==> config.mk <==
export PLATFORM = sky130hd
export DESIGN_NAME = wtvb_word_buf
export DESIGN_NICKNAME = d
export VERILOG_FILES = /design/src/rtl/wtvb_pkg.sv /design/src/rtl/wtvb_word_buf.sv
export SDC_FILE = /design/constraint.sdc
export NUM_CORES = 1
export LEC_CHECK = 0
export ABC_AREA = 0
export BUFFER_PORTS_ARGS = -buffer_cell sky130_fd_sc_hd__buf_2
export CORE_ASPECT_RATIO = 0.75
export CORE_MARGIN = 1
export CORE_UTILIZATION = 53
export DETAILED_ROUTE_END_ITERATION = 6
export GPL_TIMING_DRIVEN = 0
export PLACE_DENSITY = 0.8
export SLEW_MARGIN = 20
export SYNTH_ARGS = -nofsm -noshare
export SYNTH_HDL_FRONTEND = slang
export SYNTH_SLANG_ARGS = --single-unit
==> constraint.sdc <==
create_clock -name clk_i -period 2.4 [get_ports clk_i]
set_input_delay 0.36 -clock clk_i [delete_from_list [all_inputs] [get_ports clk_i]]
set_output_delay 0.36 -clock clk_i [all_outputs]
set_load 0.05 [all_outputs]
==> src/rtl/wtvb_pkg.sv <==
`default_nettype none

package wtvb_pkg;

  // Default sizes of the vocabulary and of one word slot.
  localparam int unsigned VOCAB_DEPTH_DEF = 128;
  localparam int unsigned WORD_LEN_DEF    = 32;

  localparam int unsigned CHAR_W   = 8;
  localparam int unsigned TOKEN_W  = 7;
  localparam int unsigned STATUS_W = 2;

  typedef logic [CHAR_W-1:0]  char_t;
  typedef logic [TOKEN_W-1:0] token_t;

  localparam char_t SEP_CHAR = char_t'(32);

  typedef enum logic [STATUS_W-1:0] {
    STAT_FOUND   = 2'd0,
    STAT_ADDED   = 2'd1,
    STAT_UNKNOWN = 2'd2,
    STAT_FULL    = 2'd3
  } status_e;

  typedef enum logic [1:0] {
    ST_IDLE,
    ST_SCAN,
    ST_DECIDE
  } state_e;

  // Strobes from the input handshake to the word buffer.
  typedef struct packed {
    logic push;   // A word byte was accepted.
    logic clear;  // A separator was accepted.
  } wb_ctrl_t;

endpackage

`default_nettype wire

==> src/rtl/wtvb_word_buf.sv <==
`default_nettype none

// Collects the bytes of the current word and presents them with the bytes
// at and above the word length forced to zero.
module wtvb_word_buf #(
  parameter int unsigned WORD_LEN = wtvb_pkg::WORD_LEN_DEF
) (
  input  wire logic                              clk_i,
  input  wire logic                              rst_ni,
  input  wire wtvb_pkg::wb_ctrl_t                ctrl_i,
  input  wire wtvb_pkg::char_t                   char_i,
  output      logic [$clog2(WORD_LEN+1)-1:0]     len_o,
  output      logic [(WORD_LEN-1)*wtvb_pkg::CHAR_W-1:0] key_o
);

  localparam int unsigned LW    = $clog2(WORD_LEN + 1);
  localparam int unsigned SLOTS = WORD_LEN - 1;

  logic [LW-1:0]   wlen_q, wlen_d;
  wtvb_pkg::char_t chars_q [SLOTS];

  always_comb begin
    wlen_d = wlen_q;
    if (ctrl_i.clear) begin
      wlen_d = '0;
    end else if (ctrl_i.push && (wlen_q < LW'(WORD_LEN))) begin
      wlen_d = wlen_q + LW'(1);
    end
  end

  always_ff @(posedge clk_i or negedge rst_ni) begin
    if (!rst_ni) begin
      wlen_q <= '0;
    end else begin
      wlen_q <= wlen_d;
    end
  end

  for (genvar k = 0; k < SLOTS; k++) begin : g_slot
    always_ff @(posedge clk_i) begin
      if (ctrl_i.push && (wlen_q == LW'(k))) begin
        chars_q[k] <= char_i;
      end
    end

    assign key_o[k*wtvb_pkg::CHAR_W +: wtvb_pkg::CHAR_W] =
        (LW'(k) < wlen_q) ? chars_q[k] : '0;
  end

  assign len_o = wlen_q;

endmodule

`default_nettype wire

# Yosys cells after proc, flatten, opt, wreduce, memory -nomap -nowiden
# Memories as Yosys holds them, arrays and structs flattened.
# Cells that the tools add are included.
# Widths: inputs -> output; s select.
# totals
word_cells	314
memories	1
mem_bits_rw	248
reg_bits	6
in_bits	12
latch_bits	0
romBits	0
output_inout_bits	254
# mem_list
name	words	word_bits	read_ports	rd_clocked_by_memory_dff	write_ports	line	text
chars_q	31	8	31	0	1	wtvb_word_buf.sv:20	wtvb_pkg::char_t chars_q [SLOTS];
# classes
shift	0
mul	0
n_lt_le_gt_ge	32
eq_ne	30
n_bitwise	0
n_addsub	1
n_div	0
n_reduce_logical	64
mux	185
# ops
op	n
$mux 8	61
$reduce_or 8->1	30
$mux 5	30
$mux 1	92
$eq 6x5->1 const B	15
$lt 5x6->1 const A	15
$eq 6x4->1 const B	8
$lt 4x6->1 const A	8
$logic_and 1x1->1	32
$eq 6x3->1 const B	4
$lt 3x6->1 const A	4
$eq 6x2->1 const B	2
$lt 1x6->1 const A	2
$lt 2x6->1 const A	2
$mux 6	2
$add 6x1->6 const B	1
$eq 6x1->1 const B	1
$logic_not 6->1	1
$lt 6x6->1 const B	1
$reduce_bool 2->1	1

# Depth between registers and ports, before layout
# depth
depth_word	35
depth_mapped	6

# Worst setup path before layout
# No wires, ideal clock.
# synth_timing
kind	register -> output
startpoint	reg wlen_q[1], in the netlist len_o[1]
endpoint	out key_o[160] in the netlist's numbering
path_buffers	1
setup_slack_ns	-0.799
path_stages_with_launch	7
arrival_ns	2.839
path_cell_list	dfrtp_1 buf_2 inv_1 ha_1 nor2b_1 o21ai_0 a21boi_0
# synth_between
elab_chain_len	2
# synth_rtl
item	line	text
from (decl)	wtvb_word_buf.sv:19	logic [LW-1:0] wlen_q, wlen_d;
from (signal assigned)	wtvb_word_buf.sv:35	wlen_q <= wlen_d;
$lt 5x6->1	wtvb_word_buf.sv:47	(LW'(k) < wlen_q) ? chars_q[k] : '0;
$mux 8	wtvb_word_buf.sv:47	
to (decl)	wtvb_word_buf.sv:13	output logic [(WORD_LEN-1)*wtvb_pkg::CHAR_W-1:0] key_o
# No other way between the ends.

# Worst setup path after layout
# layout_timing
startpoint	reg wlen_q[0], in the netlist len_o[0]
endpoint	out key_o[129] in the netlist's numbering
# Same word-level chain as after synthesis.

==> flow_summary.toml <==
[detailed_routing]
detail_route.first_pass.iterations = 5
met3RoutedLength_mm = 2.93
m1WireLength_mm = 12.4
viasPerCell = 5.58
detail_route.wl_per_cell_microns = 25.6
post-route-drc-count = 0
vias = 6985
uppermost_metal_layer_occupied_by_signal_nets = "met4"
route.antenna.remaining_nets = 0
dr_wl_met2_mm = 16.1
routed_wire_length_mm = 32.0
dr.first_iter.drc_count = 495

[critical_path]
cp-start-kind = "flop"
path_delay_family = "buffers and inverters"
reg2regPathDepth = 5
critical_path_class = "flop to output port"
crit_cells = 8
path_buf_inv = 4
path_cells = "buf_8, inv_6, ha_4, or3b_4, a21oi_4, buf_12, nor2b_4, buf_6"
crit_fanout = 8
worst_ep_arrival_time_ns = 2.30
cp_slowest_cell = "sky130_fd_sc_hd__dfrtp_2"
timing.critical_path.required_ns = 2.04
cp-end-kind = "output port"
cpPeakStageDelay_ns = 0.45

[placement]
detailedPlace.worstSlack_ns = -0.215
detailed_place.area_sq_um = 11900
routabilityCongestion = 0.814
hpwlAfterDp_mm = 15.8
io_buffer_count = 265

[clocking]
clock_insertion_delay_worst_skew_ns = 0.52
clk_pin_slew_ns = 0.07
cts_buffer_depth = 3
cts-buffers-inserted = 23
cts.sinks = 254
h-tree-depth = 1
cts_root_buf = "sky130_fd_sc_hd__clkbuf_16"
tritoncts = "yes"

[yosys]
postSynthRegisterBits = 254
post_synth_inst_count = 638
netlist_area_sq_um = 9990
synthesis.area_per_instance_sq_um = 15.7
synth_cell_types = 41
synth_sequential_area_ratio_pct = 76.1
postSynthNetCount = 655
yosys_warnings = 0

[floorplan]
die-height_microns = 121
coreArea_sq_um = 18500
floorplan.rows = 43
die_w_microns = 161
floorplan.io_pins = 266
initial_util_pct = 54.1
dieArea_sq_um = 19400

[hold_path]
min-delay-path-class = "primary input to flop"
worst_hold_path_depth = 2

[sta]
report.final.setup_viol = 216
timing.max_slew.rel_slack_pct = 43.8
grt_setup_unrepaired = "true"
final_hold_violation_count = 0
setup_ws_ns = -0.257
worstMarginPinSlew_ns = 0.844
fin_worst_skew_ns = 0.0168
timing.fmax_ghz = 0.376
finalCritPeriodShare_pct = 111
final.min_clock_period_ns = 2.66
final-max-slew-violation-count = 0

[finish]
post_route_standard_cell_area_excluding_fillers_sq_um = 16100
fillers = 714
combined_area_of_the_multi_input_logic_cells_sq_um = 3620
post_route_cells_drive_above_1_share_pct = 62.1
synthToLayoutAreaGrowth_pct = 60.9
seqCellArea_sq_um = 7600
finalNetCount = 1004

[power]
power.share.sequential_pct = 53.5
switching_power_mw = 2.01
intPower_mw = 7.17
power.clock.fraction_pct = 40.1
report.power.total_mw = 9.18
cellLeakagePower_nw = 6.24
vdd_ir_drop_max_v = 0.000649
combinationalPowerShare_pct = 6.4
p_per_area_nw_per_um2 = 571
sw_frac_of_total_pct = 21.9

[run]
max_cap_viols = 0

[status]
violations_in_the_final_reports = "setup timing"
result_of_the_run = "finished with violations"

[global_routing]
global_route_wire_length_before_repair_mm = 39.0
first_global_vias = 6491
grt_max_degree = 32
grt_antenna_before_repair = 1
global_route.usage.total_pct = 27.5
overflow = 0
-- per-stage QoR --
| step | hold WS, ns | util (%) | instances | setup TNS (ns) |
|---|---|---|---|---|
| 2_1_floorplan | 0.0644 | - | 638 | -1.59 |
| 3_3_place_gp | 0.186 | 64.4 | 1150 | -6.35 |
| 3_5_place_dp | 0.188 | 64.4 | 1150 | -5.50 |
| 4_1_cts | 0.0836 | 77.0 | 1221 | -9.15 |
| 5_1_grt | 0.109 | 87.1 | 1251 | -35.58 |
| 6_report | 0.129 | 87.1 | 1251 | -20.02 |
-- cells in the final DEF, fill, tap and decap left out, types with 4 or more instances in the layout --
cell,n
sky130_fd_sc_hd__buf_6,165
sky130_fd_sc_hd__clkinv_2,5
sky130_fd_sc_hd__buf_8,48
sky130_fd_sc_hd__nor2b_1,43
sky130_fd_sc_hd__nor2_1,23
sky130_fd_sc_hd__dfrtp_2,4
sky130_fd_sc_hd__a21oi_4,15
sky130_fd_sc_hd__clkinv_1,6
sky130_fd_sc_hd__nor2_2,8
sky130_fd_sc_hd__nor2b_2,40
sky130_fd_sc_hd__buf_12,24
sky130_fd_sc_hd__nor2b_4,96
sky130_fd_sc_hd__a21boi_4,5
sky130_fd_sc_hd__buf_4,55
sky130_fd_sc_hd__nand3_1,9
sky130_fd_sc_hd__clkbuf_16,25
sky130_fd_sc_hd__and2_4,44
sky130_fd_sc_hd__nor2_4,5
sky130_fd_sc_hd__and2_1,22
sky130_fd_sc_hd__buf_2,43
sky130_fd_sc_hd__edfxtp_1,248
-- worst paths after layout --
check,startpoint,end,slack (ns)
setup reg to reg,len_o[4]$_DFFE_PN0P_,chars_q[1][19]$_DFFE_PP_,-0.06
setup / recovery,len_o[0]$_DFFE_PN0P_,key_o[129],-0.26
max in group asynchronous,rst_ni,len_o[1]$_DFFE_PN0P_,1.99
min in group asynchronous,rst_ni,len_o[5]$_DFFE_PN0P_,0.25
hold reg to reg,len_o[4]$_DFFE_PN0P_,len_o[4]$_DFFE_PN0P_,1.00
hold / removal,ctrl_i[0],len_o[2]$_DFFE_PN0P_,0.13
-- area by class of cell --
cell class,instances,area share [%]
diodes,1,0.0156
plain buffers,15,1.21
clock buffers,25,3.63
clock inverters,16,0.957
inverters,6,0.272
multi-input cells,362,22.5
flip-flops and latches,254,47.3
well taps,247,1.92
repair buffers,325,22.2
-- synthesized netlist by cell type --
cell type	number	area, sq um
sky130_fd_sc_hd__nand4_1	2	12.5
sky130_fd_sc_hd__buf_2	8	40.0
sky130_fd_sc_hd__a211oi_1	1	7.51
sky130_fd_sc_hd__nor3_1	3	15.0
sky130_fd_sc_hd__or4_4	1	11.3
sky130_fd_sc_hd__inv_1	6	22.5
sky130_fd_sc_hd__a21oi_1	4	20.0
sky130_fd_sc_hd__edfxtp_1	248	7450
sky130_fd_sc_hd__nand3_1	10	50.1
sky130_fd_sc_hd__mux2i_1	1	10.0
sky130_fd_sc_hd__o31a_1	1	8.76
sky130_fd_sc_hd__and2_1	65	407
sky130_fd_sc_hd__nand3b_1	2	15.0
sky130_fd_sc_hd__or3_1	4	25.0
sky130_fd_sc_hd__xnor2_1	2	17.5
sky130_fd_sc_hd__a31oi_1	1	6.26
sky130_fd_sc_hd__nand2_1	4	15.0
sky130_fd_sc_hd__nor3b_1	1	7.51
sky130_fd_sc_hd__a21boi_0	8	60.1
sky130_fd_sc_hd__clkbuf_1	4	15.0
sky130_fd_sc_hd__buf_4	2	15.0
sky130_fd_sc_hd__nand2b_1	2	12.5
sky130_fd_sc_hd__or2_0	1	6.26
sky130_fd_sc_hd__o21ai_1	1	5.00
sky130_fd_sc_hd__nor2_2	1	6.26
sky130_fd_sc_hd__mux2_2	1	11.3
sky130_fd_sc_hd__and2_4	1	8.76
sky130_fd_sc_hd__o21ai_0	3	15.0
sky130_fd_sc_hd__nor2_1	35	131
sky130_fd_sc_hd__a21oi_4	1	16.3
sky130_fd_sc_hd__nor2b_1	179	1120
sky130_fd_sc_hd__and2b_1	1	7.51
sky130_fd_sc_hd__or2_2	3	18.8
sky130_fd_sc_hd__nor2_8	1	20.0
sky130_fd_sc_hd__buf_6	2	22.5
sky130_fd_sc_hd__or3b_2	1	8.76
sky130_fd_sc_hd__a21o_1	4	30.0
sky130_fd_sc_hd__dfrtp_1	6	150
sky130_fd_sc_hd__ha_1	5	62.6
sky130_fd_sc_hd__a21oi_2	11	96.3
sky130_fd_sc_hd__a31oi_2	1	12.5
-- cell families (layout without fill, tap and decap cells) --
family | after synthesis | count (layout) | share of synthesized area [%]
other | 0 | 1 | 0
XOR/XNOR | 2 | 2 | 0.175
AO/OA/AOI/OAI | 36 | 36 | 2.78
adder cells (fa/ha/maj) | 5 | 5 | 0.626
flip-flops | 254 | 254 | 76.1
multiplexers | 2 | 2 | 0.213
buffers and inverters | 22 | 387 | 1.15
AND/OR/NAND/NOR | 317 | 317 | 19.0
-- power by group through the flow --
stage | logic [mW] | registers (mW) | clock network (mW)
after floorplan | 0.211 | 5.01 | 0
after global placement | 0.385 | 5.00 | 0
after detailed placement | 0.391 | 5.00 | 0
after CTS | 0.491 | 4.91 | 3.63
after global routing | 0.599 | 4.91 | 3.87
final | 0.586 | 4.91 | 3.68
-- registers in the layout, summed over array words and instances, names as in the netlist --
register,flops
chars_q,248
len_o,6
-- what timing repair did --
item | in CTS | in global routing
gates resized for setup | 348 | 520
hold buffers | 1 | 0
buffers inserted | 29 | 30
pin swaps | 29 | 45
endpoints found under the hold margin | 6 | 0
cloned | 1 | 1
endpoints found under the setup margin | 282 | 289
-- per-layer routing --
metal	global-route usage, %	up-vias
li1	-	2957
met2	44.3	402
met3	7.79	46
met5	0	-
met4	8.33	0
met1	36.5	3580
No activity file was read; power rests on OpenSTA's default activity.
